`src/hw/rtl/csvfs_pkg.sv`:
```
package csvfs_pkg;

    // Default sizes
    localparam int FIELD_BYTES_DEF = 64;
    localparam int MAX_COLUMNS_DEF = 256;

    // Results one input transfer may produce at most
    localparam int RESULT_LIMIT = 64;
    localparam int RES_W        = $clog2(RESULT_LIMIT + 1);

    // Character codes
    localparam logic [7:0] LF_BYTE    = 8'd10;
    localparam logic [7:0] CR_BYTE    = 8'd13;
    localparam logic [7:0] TAB_BYTE   = 8'd9;
    localparam logic [7:0] SPACE_BYTE = 8'd32;
    localparam logic [7:0] QUOTE_BYTE = 8'd34;
    localparam logic [7:0] COMMA_BYTE = 8'd44;

    // Register file
    localparam int         ADDR_W          = 3;
    localparam logic       REG_IDX_HDR_SEP = 1'b0;
    localparam logic [7:0] HDR_SEP_RESET   = COMMA_BYTE;

    typedef enum logic [2:0] {
        ST_IDLE,
        ST_MAIN,
        ST_EMIT,
        ST_POST,
        ST_TAIL,
        ST_OPENQ,
        ST_FLUSH
    } csvfs_state_t;

    // Controller to datapath
    typedef struct packed {
        logic load_in;
        logic emit_setup;
        logic emit_hdr;
        logic emit_row_end;
        logic emit_cap;
        logic emit_run;
        logic openq_push;
        logic clear_field;
        logic store_byte;
        logic store_lf;
        logic set_hf;
        logic sol_set;
        logic sol_clr;
        logic ls_set;
        logic ls_clr;
        logic quote_toggle;
        logic hc_inc;
        logic fir_inc;
        logic fir_clr;
        logic reset_all;
    } csvfs_cmd_t;

    // Datapath to controller
    typedef struct packed {
        logic is_lf;
        logic is_last;
        logic is_sep;
        logic is_quote;
        logic is_comma;
        logic hf;
        logic ls;
        logic iq;
        logic sol;
        logic out_free;
        logic emit_last;
    } csvfs_sts_t;

    function automatic logic is_space(input logic [7:0] b);
        return (b == SPACE_BYTE) || (b == TAB_BYTE) || (b == CR_BYTE) || (b == LF_BYTE);
    endfunction

endpackage

```
`src/hw/rtl/csvfs_ctrl.sv`:
```
module csvfs_ctrl
    import csvfs_pkg::*;
(
    input  logic       aclk,
    input  logic       aresetn,
    input  logic       s_tvalid,
    output logic       s_tready,
    input  csvfs_sts_t sts,
    output csvfs_cmd_t cmd
);

    csvfs_state_t state_reg, state_next;
    logic         emitted_reg, emitted_next;  // main phase of this byte sent a field
    logic         tail_reg, tail_next;        // field burst belongs to end of data

    // State register
    always_ff @(posedge aclk) begin
        if (!aresetn) begin
            state_reg   <= ST_IDLE;
            emitted_reg <= 1'b0;
            tail_reg    <= 1'b0;
        end else begin
            state_reg   <= state_next;
            emitted_reg <= emitted_next;
            tail_reg    <= tail_next;
        end
    end

    // Next state and commands
    always_comb begin
        state_next   = state_reg;
        emitted_next = emitted_reg;
        tail_next    = tail_reg;
        cmd          = '0;
        s_tready     = 1'b0;

        case (state_reg)
            ST_IDLE: begin
                s_tready     = 1'b1;
                emitted_next = 1'b0;
                tail_next    = 1'b0;
                if (s_tvalid) begin
                    cmd.load_in = 1'b1;
                    state_next  = ST_MAIN;
                end
            end

            // field finished by this byte, if any
            ST_MAIN: begin
                if ((sts.is_lf && sts.ls && (!sts.hf || !sts.iq)) ||
                    (!sts.is_lf && !sts.hf && sts.sol) ||
                    (!sts.is_lf && sts.hf && sts.is_comma && !sts.iq)) begin
                    cmd.emit_setup   = 1'b1;
                    cmd.emit_hdr     = !sts.hf;
                    cmd.emit_row_end = sts.is_lf;
                    cmd.emit_cap     = sts.is_last && !sts.is_lf;
                    cmd.hc_inc       = !sts.hf;
                    cmd.fir_inc      = sts.hf && !sts.is_lf;
                    emitted_next     = 1'b1;
                    state_next       = ST_EMIT;
                end else begin
                    emitted_next = 1'b0;
                    state_next   = ST_POST;
                end
            end

            ST_EMIT: begin
                cmd.emit_run = 1'b1;
                if (sts.out_free && sts.emit_last) begin
                    state_next = tail_reg ? ST_FLUSH : ST_POST;
                end
            end

            // store the byte and update line state
            ST_POST: begin
                cmd.clear_field = emitted_reg;
                if (sts.is_lf) begin
                    cmd.ls_clr = 1'b1;
                    if (!sts.hf) begin
                        cmd.set_hf  = sts.ls;
                        cmd.sol_clr = 1'b1;
                    end else if (sts.iq) begin
                        cmd.store_lf = sts.ls;
                    end else begin
                        cmd.fir_clr = emitted_reg;
                    end
                end else if (!sts.hf) begin
                    cmd.ls_set  = 1'b1;
                    cmd.sol_clr = emitted_reg;
                    if (sts.is_sep) begin
                        cmd.sol_set = 1'b1;
                    end else begin
                        cmd.store_byte = 1'b1;
                    end
                end else begin
                    cmd.ls_set = 1'b1;
                    if (sts.is_quote) begin
                        cmd.quote_toggle = 1'b1;
                        cmd.store_byte   = 1'b1;
                    end else if (!(sts.is_comma && !sts.iq)) begin
                        cmd.store_byte = 1'b1;
                    end
                end
                state_next = sts.is_last ? ST_TAIL : ST_IDLE;
            end

            // end of data acts as a line end
            ST_TAIL: begin
                if (sts.hf && sts.iq) begin
                    state_next = ST_OPENQ;
                end else if (sts.ls) begin
                    cmd.emit_setup   = 1'b1;
                    cmd.emit_hdr     = !sts.hf;
                    cmd.emit_row_end = 1'b1;
                    cmd.hc_inc       = !sts.hf;
                    tail_next        = 1'b1;
                    state_next       = ST_EMIT;
                end else begin
                    state_next = ST_FLUSH;
                end
            end

            ST_OPENQ: begin
                cmd.openq_push = 1'b1;
                if (sts.out_free) begin
                    state_next = ST_FLUSH;
                end
            end

            ST_FLUSH: begin
                cmd.reset_all = 1'b1;
                tail_next     = 1'b0;
                state_next    = ST_IDLE;
            end

            default: begin
                state_next = ST_IDLE;
            end
        endcase
    end

endmodule

```
`src/hw/rtl/csvfs_datapath.sv`:
```
module csvfs_datapath
    import csvfs_pkg::*;
#(
    parameter int FIELD_BYTES = FIELD_BYTES_DEF,
    parameter int MAX_COLUMNS = MAX_COLUMNS_DEF
) (
    input  logic       aclk,
    input  logic       aresetn,
    input  logic [7:0] in_byte,
    input  logic       in_last,
    input  logic [7:0] hdr_sep,
    input  csvfs_cmd_t cmd,
    output csvfs_sts_t sts,
    input  logic       m_tready,
    output logic       m_valid,
    output logic [7:0] m_byte,
    output logic       m_present,
    output logic       m_field_done,
    output logic       m_row_done,
    output logic       m_hdr,
    output logic       m_trunc,
    output logic       m_mism,
    output logic       m_openq
);

    localparam int LEN_W = $clog2(FIELD_BYTES + 1);
    localparam int IDX_W = $clog2(FIELD_BYTES);
    localparam int CNT_W = $clog2(MAX_COLUMNS + 1);

    // Held input transfer
    logic [7:0] in_byte_reg;
    logic       in_last_reg;

    // Line and quote state
    logic iq_reg, iq_next;
    logic strip_reg, strip_next;
    logic ls_reg, ls_next;
    logic hf_reg, hf_next;
    logic sol_reg, sol_next;
    logic ovf_reg, ovf_next;

    // Field store and trim trackers
    logic [7:0]       store_mem [FIELD_BYTES];
    logic [LEN_W-1:0] len_reg, len_next;
    logic             lo0f_reg, lo0f_next;   // first non-space found
    logic [IDX_W-1:0] lo0_reg, lo0_next;
    logic             lo1f_reg, lo1f_next;   // first non-space past index 0 found
    logic [IDX_W-1:0] lo1_reg, lo1_next;
    logic [LEN_W-1:0] hi_all_reg, hi_all_next;   // trim end over all bytes
    logic [LEN_W-1:0] hi_prev_reg, hi_prev_next; // trim end without last byte

    // Column counters
    logic [CNT_W-1:0] hc_reg, hc_next;
    logic [CNT_W-1:0] fir_reg, fir_next;

    // Burst descriptor and read pointer
    logic [IDX_W-1:0] ptr_reg, ptr_next;
    logic [LEN_W-1:0] rem_reg, rem_next;
    logic             d_empty_reg, d_hdr_reg, d_row_reg, d_trunc_reg, d_mism_reg;
    logic [7:0]       rd_data_reg;

    // Output register
    logic       m_valid_reg;
    logic [7:0] m_byte_reg;
    logic       m_present_reg, m_done_reg, m_row_reg, m_hdr_reg;
    logic       m_trunc_reg, m_mism_reg, m_openq_reg;

    // Combinational helpers
    logic             out_free;
    logic             push_field, push_openq, push_byte;
    logic [LEN_W-1:0] len_b, hi_all_b, hi_prev_b;
    logic             lo0f_b, lo1f_b;
    logic             do_store, mem_we, wr_ns;
    logic [7:0]       wr_data;
    logic [IDX_W-1:0] wr_idx;
    logic             strip_sel, span_ok, cap_hit;
    logic [IDX_W-1:0] lo_sel;
    logic [LEN_W-1:0] cnt_raw, cnt_sel;
    logic [CNT_W-1:0] fir_sat;

    assign out_free   = !m_valid_reg || m_tready;
    assign push_field = cmd.emit_run && out_free;
    assign push_openq = cmd.openq_push && out_free;
    assign push_byte  = push_field && !d_empty_reg;
    assign fir_sat    = (fir_reg < CNT_W'(MAX_COLUMNS)) ? CNT_W'(fir_reg + 1'b1) : fir_reg;

    // Status
    always_comb begin
        sts.is_lf     = (in_byte_reg == LF_BYTE);
        sts.is_last   = in_last_reg;
        sts.is_sep    = (in_byte_reg == hdr_sep);
        sts.is_quote  = (in_byte_reg == QUOTE_BYTE);
        sts.is_comma  = (in_byte_reg == COMMA_BYTE);
        sts.hf        = hf_reg;
        sts.ls        = ls_reg;
        sts.iq        = iq_reg;
        sts.sol       = sol_reg;
        sts.out_free  = out_free;
        sts.emit_last = d_empty_reg || (rem_reg == LEN_W'(1));
    end

    // Trimmed span of the stored field
    always_comb begin
        strip_sel = !cmd.emit_hdr && strip_reg;
        if (strip_sel) begin
            span_ok = (len_reg >= LEN_W'(2)) && lo1f_reg && (LEN_W'(lo1_reg) < hi_prev_reg);
            lo_sel  = lo1_reg;
            cnt_raw = LEN_W'(hi_prev_reg - LEN_W'(lo1_reg));
        end else begin
            span_ok = lo0f_reg;
            lo_sel  = lo0_reg;
            cnt_raw = LEN_W'(hi_all_reg - LEN_W'(lo0_reg));
        end
        if (!span_ok) begin
            cnt_raw = '0;
        end
        cap_hit = cmd.emit_cap && (RES_W'(cnt_raw) > RES_W'(RESULT_LIMIT - 1));
        cnt_sel = cap_hit ? LEN_W'(RESULT_LIMIT - 1) : cnt_raw;
    end

    // Field and line state update
    always_comb begin
        len_b     = cmd.clear_field ? '0   : len_reg;
        lo0f_b    = cmd.clear_field ? 1'b0 : lo0f_reg;
        lo1f_b    = cmd.clear_field ? 1'b0 : lo1f_reg;
        hi_all_b  = cmd.clear_field ? '0   : hi_all_reg;
        hi_prev_b = cmd.clear_field ? '0   : hi_prev_reg;

        len_next     = len_b;
        lo0f_next    = lo0f_b;
        lo0_next     = lo0_reg;
        lo1f_next    = lo1f_b;
        lo1_next     = lo1_reg;
        hi_all_next  = hi_all_b;
        hi_prev_next = hi_prev_b;
        ovf_next     = cmd.clear_field ? 1'b0 : ovf_reg;
        strip_next   = cmd.clear_field ? 1'b0 : strip_reg;
        iq_next      = iq_reg;
        ls_next      = ls_reg;
        hf_next      = hf_reg;
        sol_next     = sol_reg;
        hc_next      = hc_reg;
        fir_next     = fir_reg;

        do_store = cmd.store_byte || cmd.store_lf;
        wr_data  = cmd.store_lf ? LF_BYTE : in_byte_reg;
        wr_ns    = !is_space(wr_data);
        wr_idx   = len_b[IDX_W-1:0];
        mem_we   = 1'b0;

        // append one byte, or mark the overflow
        if (do_store) begin
            if (len_b < LEN_W'(FIELD_BYTES)) begin
                mem_we       = 1'b1;
                len_next     = LEN_W'(len_b + 1'b1);
                hi_prev_next = hi_all_b;
                if (wr_ns) begin
                    hi_all_next = LEN_W'(len_b + 1'b1);
                    if (!lo0f_b) begin
                        lo0f_next = 1'b1;
                        lo0_next  = wr_idx;
                    end
                    if (!lo1f_b && (len_b != '0)) begin
                        lo1f_next = 1'b1;
                        lo1_next  = wr_idx;
                    end
                end
            end else begin
                ovf_next = 1'b1;
            end
        end

        if (cmd.quote_toggle) begin
            if (iq_reg) begin
                iq_next    = 1'b0;
                strip_next = 1'b1;
            end else begin
                iq_next = 1'b1;
            end
        end

        if (cmd.ls_set) ls_next = 1'b1;
        if (cmd.ls_clr) ls_next = 1'b0;
        if (cmd.set_hf) hf_next = 1'b1;
        if (cmd.sol_clr) sol_next = 1'b0;
        if (cmd.sol_set) sol_next = 1'b1;

        if (cmd.hc_inc && (hc_reg < CNT_W'(MAX_COLUMNS))) hc_next = CNT_W'(hc_reg + 1'b1);
        if (cmd.fir_inc) fir_next = fir_sat;
        if (cmd.fir_clr) fir_next = '0;

        // end of data: back to the start of a new text
        if (cmd.reset_all) begin
            len_next     = '0;
            lo0f_next    = 1'b0;
            lo1f_next    = 1'b0;
            hi_all_next  = '0;
            hi_prev_next = '0;
            ovf_next     = 1'b0;
            strip_next   = 1'b0;
            iq_next      = 1'b0;
            ls_next      = 1'b0;
            hf_next      = 1'b0;
            sol_next     = 1'b0;
            hc_next      = '0;
            fir_next     = '0;
        end
    end

    // Read pointer walks the burst; the read data register follows it
    always_comb begin
        if (cmd.emit_setup) begin
            ptr_next = lo_sel;
            rem_next = cnt_sel;
        end else if (push_byte) begin
            ptr_next = IDX_W'(ptr_reg + 1'b1);
            rem_next = LEN_W'(rem_reg - 1'b1);
        end else begin
            ptr_next = ptr_reg;
            rem_next = rem_reg;
        end
    end

    // Field store
    always_ff @(posedge aclk) begin
        if (mem_we) begin
            store_mem[wr_idx] <= wr_data;
        end
        rd_data_reg <= store_mem[ptr_next];
    end

    // Control state
    always_ff @(posedge aclk) begin
        if (!aresetn) begin
            iq_reg      <= 1'b0;
            strip_reg   <= 1'b0;
            ls_reg      <= 1'b0;
            hf_reg      <= 1'b0;
            sol_reg     <= 1'b0;
            ovf_reg     <= 1'b0;
            len_reg     <= '0;
            lo0f_reg    <= 1'b0;
            lo1f_reg    <= 1'b0;
            hi_all_reg  <= '0;
            hi_prev_reg <= '0;
            hc_reg      <= '0;
            fir_reg     <= '0;
            m_valid_reg <= 1'b0;
        end else begin
            iq_reg      <= iq_next;
            strip_reg   <= strip_next;
            ls_reg      <= ls_next;
            hf_reg      <= hf_next;
            sol_reg     <= sol_next;
            ovf_reg     <= ovf_next;
            len_reg     <= len_next;
            lo0f_reg    <= lo0f_next;
            lo1f_reg    <= lo1f_next;
            hi_all_reg  <= hi_all_next;
            hi_prev_reg <= hi_prev_next;
            hc_reg      <= hc_next;
            fir_reg     <= fir_next;
            if (push_field || push_openq) begin
                m_valid_reg <= 1'b1;
            end else if (m_tready) begin
                m_valid_reg <= 1'b0;
            end
        end
    end

    // Payload registers
    always_ff @(posedge aclk) begin
        lo0_reg <= lo0_next;
        lo1_reg <= lo1_next;
        ptr_reg <= ptr_next;
        rem_reg <= rem_next;
        if (cmd.load_in) begin
            in_byte_reg <= in_byte;
            in_last_reg <= in_last;
        end
        if (cmd.emit_setup) begin
            d_empty_reg <= (cnt_sel == '0);
            d_hdr_reg   <= cmd.emit_hdr;
            d_row_reg   <= cmd.emit_row_end;
            d_trunc_reg <= ovf_reg || cap_hit;
            d_mism_reg  <= !cmd.emit_hdr && cmd.emit_row_end && (fir_sat != hc_reg);
        end
        if (push_field) begin
            m_byte_reg    <= d_empty_reg ? 8'd0 : rd_data_reg;
            m_present_reg <= !d_empty_reg;
            m_done_reg    <= sts.emit_last;
            m_row_reg     <= sts.emit_last && d_row_reg;
            m_hdr_reg     <= d_hdr_reg;
            m_trunc_reg   <= d_trunc_reg;
            m_mism_reg    <= sts.emit_last && d_mism_reg;
            m_openq_reg   <= 1'b0;
        end else if (push_openq) begin
            m_byte_reg    <= 8'd0;
            m_present_reg <= 1'b0;
            m_done_reg    <= 1'b0;
            m_row_reg     <= 1'b0;
            m_hdr_reg     <= 1'b0;
            m_trunc_reg   <= 1'b0;
            m_mism_reg    <= 1'b0;
            m_openq_reg   <= 1'b1;
        end
    end

    assign m_valid      = m_valid_reg;
    assign m_byte       = m_byte_reg;
    assign m_present    = m_present_reg;
    assign m_field_done = m_done_reg;
    assign m_row_done   = m_row_reg;
    assign m_hdr        = m_hdr_reg;
    assign m_trunc      = m_trunc_reg;
    assign m_mism       = m_mism_reg;
    assign m_openq      = m_openq_reg;

    // Store fill never passes its size
    a_len_bound: assert property (@(posedge aclk) disable iff (!aresetn)
        len_reg <= LEN_W'(FIELD_BYTES))
        else $error("field length beyond store size");

    // Leading trim index lies inside the stored bytes
    a_lo0_inside: assert property (@(posedge aclk) disable iff (!aresetn)
        lo0f_reg |-> (LEN_W'(lo0_reg) < len_reg))
        else $error("trim start outside stored field");

    // Trim end without the last byte never passes the full trim end
    a_hi_order: assert property (@(posedge aclk) disable iff (!aresetn)
        hi_prev_reg <= hi_all_reg)
        else $error("trim end trackers out of order");

    // Quote stripping only arises on data lines
    a_strip_data: assert property (@(posedge aclk) disable iff (!aresetn)
        strip_reg |-> hf_reg)
        else $error("quote strip pending on header line");

endmodule

```
`src/hw/rtl/csv_field_splitter.sv`:
```
// CSV field splitter.
// Input: s_tdata carries one text byte per transfer, s_tlast marks the final
// byte of a text (a line end is implied after it). Output: one transfer per
// byte of each finished, trimmed field; an empty field gives one transfer with
// byte_present low. m_tlast marks the last transfer of a field.
// The first non-empty line is the header, split on the separator in the APB
// register at address 0 (reset value comma); data lines split on commas
// outside double quotes.
// A byte that only gets stored passes accept, decode and store; one that
// ends a field also sends one result per cycle while the receiver is ready
// (burst set up in decode), bounded by the single read port of the field
// store. The final byte then adds tail and flush steps around the closing
// burst. Reset clears all parse state and the output register; the separator
// returns to comma. The end of a text also clears parse state, keeping the
// separator. A stalled receiver holds the output register and the burst
// pauses; s_tready stays low until the current byte is fully handled.
module csv_field_splitter
    import csvfs_pkg::*;
#(
    parameter int FIELD_BYTES = FIELD_BYTES_DEF,
    parameter int MAX_COLUMNS = MAX_COLUMNS_DEF
) (
    input  logic              aclk,
    input  logic              aresetn,
    // input stream
    input  logic              s_tvalid,
    output logic              s_tready,
    input  logic [7:0]        s_tdata,   // [7:0] data_byte
    input  logic              s_tlast,   // end_of_data
    // result stream
    output logic              m_tvalid,
    input  logic              m_tready,
    output logic [15:0]       m_tdata,   // [7:0] field_byte, [8] row_done,
                                         // [9] field_truncated,
                                         // [10] column_mismatch,
                                         // [11] open_quote_at_end, [15:12] zero
    output logic [1:0]        m_tuser,   // [0] byte_present, [1] from_header
    output logic              m_tlast,   // field_done
    // configuration
    input  logic              psel,
    input  logic              penable,
    input  logic              pwrite,
    input  logic [ADDR_W-1:0] paddr,
    input  logic [31:0]       pwdata,
    output logic [31:0]       prdata,
    output logic              pready
);

    logic [7:0] hdr_sep_reg;
    csvfs_cmd_t cmd;
    csvfs_sts_t sts;
    logic [7:0] out_byte;
    logic       out_present, out_done, out_row, out_hdr;
    logic       out_trunc, out_mism, out_openq;

    // Register file
    assign pready = 1'b1;

    always_ff @(posedge aclk) begin
        if (!aresetn) begin
            hdr_sep_reg <= HDR_SEP_RESET;
        end else if (psel && penable && pwrite && pready &&
                     (paddr[ADDR_W-1] == REG_IDX_HDR_SEP)) begin
            hdr_sep_reg <= pwdata[7:0];
        end
    end

    assign prdata = (paddr[ADDR_W-1] == REG_IDX_HDR_SEP) ? {24'd0, hdr_sep_reg} : 32'd0;

    csvfs_ctrl u_ctrl (
        .aclk     (aclk),
        .aresetn  (aresetn),
        .s_tvalid (s_tvalid),
        .s_tready (s_tready),
        .sts      (sts),
        .cmd      (cmd)
    );

    csvfs_datapath #(
        .FIELD_BYTES (FIELD_BYTES),
        .MAX_COLUMNS (MAX_COLUMNS)
    ) u_datapath (
        .aclk         (aclk),
        .aresetn      (aresetn),
        .in_byte      (s_tdata),
        .in_last      (s_tlast),
        .hdr_sep      (hdr_sep_reg),
        .cmd          (cmd),
        .sts          (sts),
        .m_tready     (m_tready),
        .m_valid      (m_tvalid),
        .m_byte       (out_byte),
        .m_present    (out_present),
        .m_field_done (out_done),
        .m_row_done   (out_row),
        .m_hdr        (out_hdr),
        .m_trunc      (out_trunc),
        .m_mism       (out_mism),
        .m_openq      (out_openq)
    );

    // Result packing
    assign m_tdata = {4'd0, out_openq, out_mism, out_trunc, out_row, out_byte};
    assign m_tuser = {out_hdr, out_present};
    assign m_tlast = out_done;

endmodule
```
`config.mk`:
```
export PLATFORM = sky130hd
export DESIGN_NAME = csv_field_splitter
export DESIGN_NICKNAME = d
export VERILOG_FILES = /design/src/hw/rtl/csvfs_pkg.sv /design/src/hw/rtl/csvfs_ctrl.sv /design/src/hw/rtl/csvfs_datapath.sv /design/src/hw/rtl/csv_field_splitter.sv
export SDC_FILE = /design/constraint.sdc
export NUM_CORES = 1
export LEC_CHECK = 0
export BUFFER_PORTS_ARGS = -buffer_cell sky130_fd_sc_hd__buf_2
export CELL_PAD_IN_SITES_DETAIL_PLACEMENT = 2
export CELL_PAD_IN_SITES_GLOBAL_PLACEMENT = 2
export CORE_UTILIZATION = 39
export DETAILED_ROUTE_END_ITERATION = 8
export PLACE_DENSITY = 0.85
export SETUP_SLACK_MARGIN = 0.2
export SKIP_CTS_REPAIR_TIMING = 1
export SLEW_MARGIN = 20
export SYNTH_ARGS = -nofsm -noshare
export SYNTH_HDL_FRONTEND = slang
export SYNTH_SLANG_ARGS = --single-unit
```
`constraint.sdc`:
```
create_clock -name aclk -period 3.4 [get_ports aclk]
set_clock_uncertainty 0.15 [all_clocks]
set_input_delay 0.34 -clock aclk [delete_from_list [all_inputs] [get_ports aclk]]
set_output_delay 0.34 -clock aclk [all_outputs]
set_load 0.1 [all_outputs]
```
==> results.toml <==
[run_status]
outcome = "complete, but fails checks"
violations = "negative setup slack"

[clocking]
root_buffer = "clkbuf_16"
clock_latency_ns = 0.66
cts_buffers = 71
cts.sinks = 635
clockBufferDepth = 3
clk_pin_slew_worst_paths_ns = 0.06
ctsHtreeMaxLevel = 3
cts_tree = "yes"

[routing]
vias_per_cell = 6.48
vias = 22700
ant_nets = 0
dr.pass1.iters = 6
wire_per_inst_um = 39.5
wl_met2_mm = 68.2
drt_iter0_markers = 2586
dr_wl_met3_mm = 9.71
wl_met1_mm = 48.4
top_layer = "met5"
drc = 0
postRouteWirelength_mm = 138

[timing]
rsz0062_at_grt = "true"
max-slew-margin-rel_pct = 24.3
finalSetupViolations = 472
fmax_mhz = 236
worstMarginPinSlew_ns = 1.14
period_share_pct = 125
drv_slew = 0
final_hold_viol_count = 0
holdWs_ns = 0.0152
finalSetupTns_ns = -64.43
setup_slack_ns = -0.836
timing.final.crit_period_ns = 4.24

[synth]
synth_flop_cell = "edfxtp_1"
synth.distinct_cells = 84
ys_warn_count = 0
avgSynthCellArea_um2 = 12.7
synth_top_cells_by_count = "edfxtp_1, nand2_1, mux2i_1, nor2_1, nand3_1"
synth_top_cells_by_area = "edfxtp_1, dfxtp_1, mux2i_1, nand2_1, nand3_1"
synth_edf_count = 559
syn_inst = 2176
syn_area_um2 = 27600
async_flop_share_pct = 0
synth.top_cell.area_share_pct = 60.9
yosysMostFrequentCell = "edfxtp_1"
synth-seq-cells = 635
yosysSeqAreaShare_pct = 66.4
yosys.area.top_type = "edfxtp_1"

[floorplanning]
ios = 105
fp.coreArea_um2 = 69900
die_area_um2 = 71700
start_util_pct = 39.4
row_count = 97
die_height_um = 268
die_width_um = 268

[worst_setup_path]
crit_chain = "nor3b_4, nand4_1, and4_4, a21boi_4, buf_12, o21ai_4, buf_12, buf_12, clkinv_16, buf_12, nand2_1, and3_1, a2111oi_1, or4_4, a32o_1"
crit_path_frequent_cell = "buf_12"
cp.arrival_ns = 4.70
cp-start-kind = "register"
worstSetupEndpointType = "register"
crit_type = "register to register"
crit_fanout = 19
critPathBufInv = 5
r2r_setup_slack_ns = -0.84
cpPeakStageDelay_ns = 0.72
critical_path.top_delay_family = "simple AND/OR/NAND/NOR gates"
worstPathRequired_ns = 3.87
slowest_stage = "a2111oi_1"
timing.rr.start = "u_datapath.in_byte_reg[2]$_DFFE_PP_"
reg2reg_depth = 15
r2r_end = "u_datapath.rd_data_reg[6]$_DFF_P_"

[hold_path]
worstHoldStart = "aresetn"
hold_path_class = "input port to register"
hold_path_end = "u_datapath.m_valid$_SDFFE_PN0P_"
min_path_cells = 2

[placed_design]
place_ws_ns = -0.607
io_buffer_count = 49
dp_hpwl_mm = 68.3
place_congestion = 0.885

[final_layout]
area_growth_pct = 28.1
fin_util_pct = 50.5
drive_gt1_share_pct = 27.3
largest_reg_flops = 512
nets = 2574

[grt]
grt_overflow = 0
track_usage_pct = 31.5
grt_pass1_vias = 22800
grt_pass1_wl_mm = 163
grt_antenna_before_repair = 3
grt_max_degree = 68

[power]
combinationalPowerShare_pct = 38.0
p_leak_nw = 12.7
p_sw_mw = 10.5
max-vdd-ir-drop_uv = 467
cellPowerDensity_nw_per_um2 = 782
swShare_pct = 38.2
p_int_mw = 17.1
seq_power_share_pct = 32.3
clock_power_share_pct = 29.7

[run]
max_cap_violations = 0
==> logic make-up (layout without fill, tap and decap cells) <==
logic type               count (synthesis)  count (layout)  share of synthesized area [%]
XOR/XNOR                                54              54                           1.72
buffers and inverters                  202             558                           3.51
other                                    2              30                         0.0273
adder cells (fa/ha/maj)                 22              22                           1.05
AO/OA/AOI/OAI                          273             273                           7.41
AND/OR/NAND/NOR                        826             826                           13.9
flip-flops                             635             635                           66.4
multiplexers                           162             162                           5.95
==> worst reg2reg max path: cells and delay by family, from the launching register on <==
| family | cells | cell delay [ns] |
|---|---|---|
| compound gates | 4 | 1.21 |
| buf+inv | 5 | 0.72 |
| flops | 1 | 0.59 |
| simple gates | 6 | 1.53 |
==> worst max-delay path by stage <==
stage / start / endpoint / slack (ns) / depth (start not counted)
final: u_datapath.in_byte_reg[2]$_DFFE_PP_ / u_datapath.rd_data_reg[6]$_DFF_P_ / -0.84 / 15
after floorplan: u_datapath.in_byte_reg[1]$_DFFE_PP_ / u_datapath.rd_data_reg[6]$_DFF_P_ / 0.11 / 13
after detailed placement: u_datapath.in_byte_reg[5]$_DFFE_PP_ / u_datapath.rd_data_reg[3]$_DFF_P_ / -0.61 / 15
after global placement: u_datapath.in_byte_reg[4]$_DFFE_PP_ / u_datapath.rd_data_reg[3]$_DFF_P_ / -0.36 / 15
after global routing: u_datapath.in_byte_reg[2]$_DFFE_PP_ / u_datapath.rd_data_reg[6]$_DFF_P_ / -0.86 / 15
after CTS: u_datapath.in_byte_reg[5]$_DFFE_PP_ / u_datapath.rd_data_reg[5]$_DFF_P_ / -0.77 / 15
==> layout make-up <==
class / instances / area [um^2]
multi-input cells: 1366 / 9530
inverters: 39 / 186
repair buffers: 388 / 3820
fillers: 6612 / 34600
diodes: 1 / 2.50
flip-flops and latches: 635 / 18300
clock inverters: 31 / 313
well taps: 940 / 1180
clock buffers: 100 / 1950
==> through the flow <==
step | area [um^2] | instances | total power [mW]
global placement | 30400 | 3257 | 16.1
detailed placement | 30400 | 3257 | 16.8
global route | 35300 | 3499 | 27.8
CTS | 32700 | 3388 | 25.0
floorplan | 27700 | 2203 | 13.2
finish | 35300 | 3500 | 27.6
==> layer usage <==
layer	vias to the layer above	track usage [%]
li1	8662	-
met1	11700	35.4
met2	1615	56.1
met3	654	5.90
met4	6	17.3
met5	-	0
==> cells in the final DEF, fill, tap and decap left out, drive strengths merged, types with 50 or more instances in the layout <==
| master | Yosys | routed |
|---|---|---|
| nor2 | 135 | 135 |
| mux2i | 151 | 151 |
| a21oi | 50 | 50 |
| nand3 | 126 | 126 |
| nand2 | 384 | 384 |
| clkbuf | 73 | 111 |
| buf | 90 | 357 |
| nand4 | 53 | 53 |
| dfxtp | 76 | 76 |
| edfxtp | 559 | 559 |
==> power groups by stage <==
stage	clock network [mW]	registers (mW)	logic (mW)
2_1_floorplan	0	9.03	4.17
3_3_place_gp	0	9.01	7.13
3_5_place_dp	0	9.04	7.76
4_1_cts	7.94	8.88	8.14
5_1_grt	8.40	8.90	10.5
6_report	8.20	8.92	10.5
No activity file was read; power rests on OpenSTA's default activity.
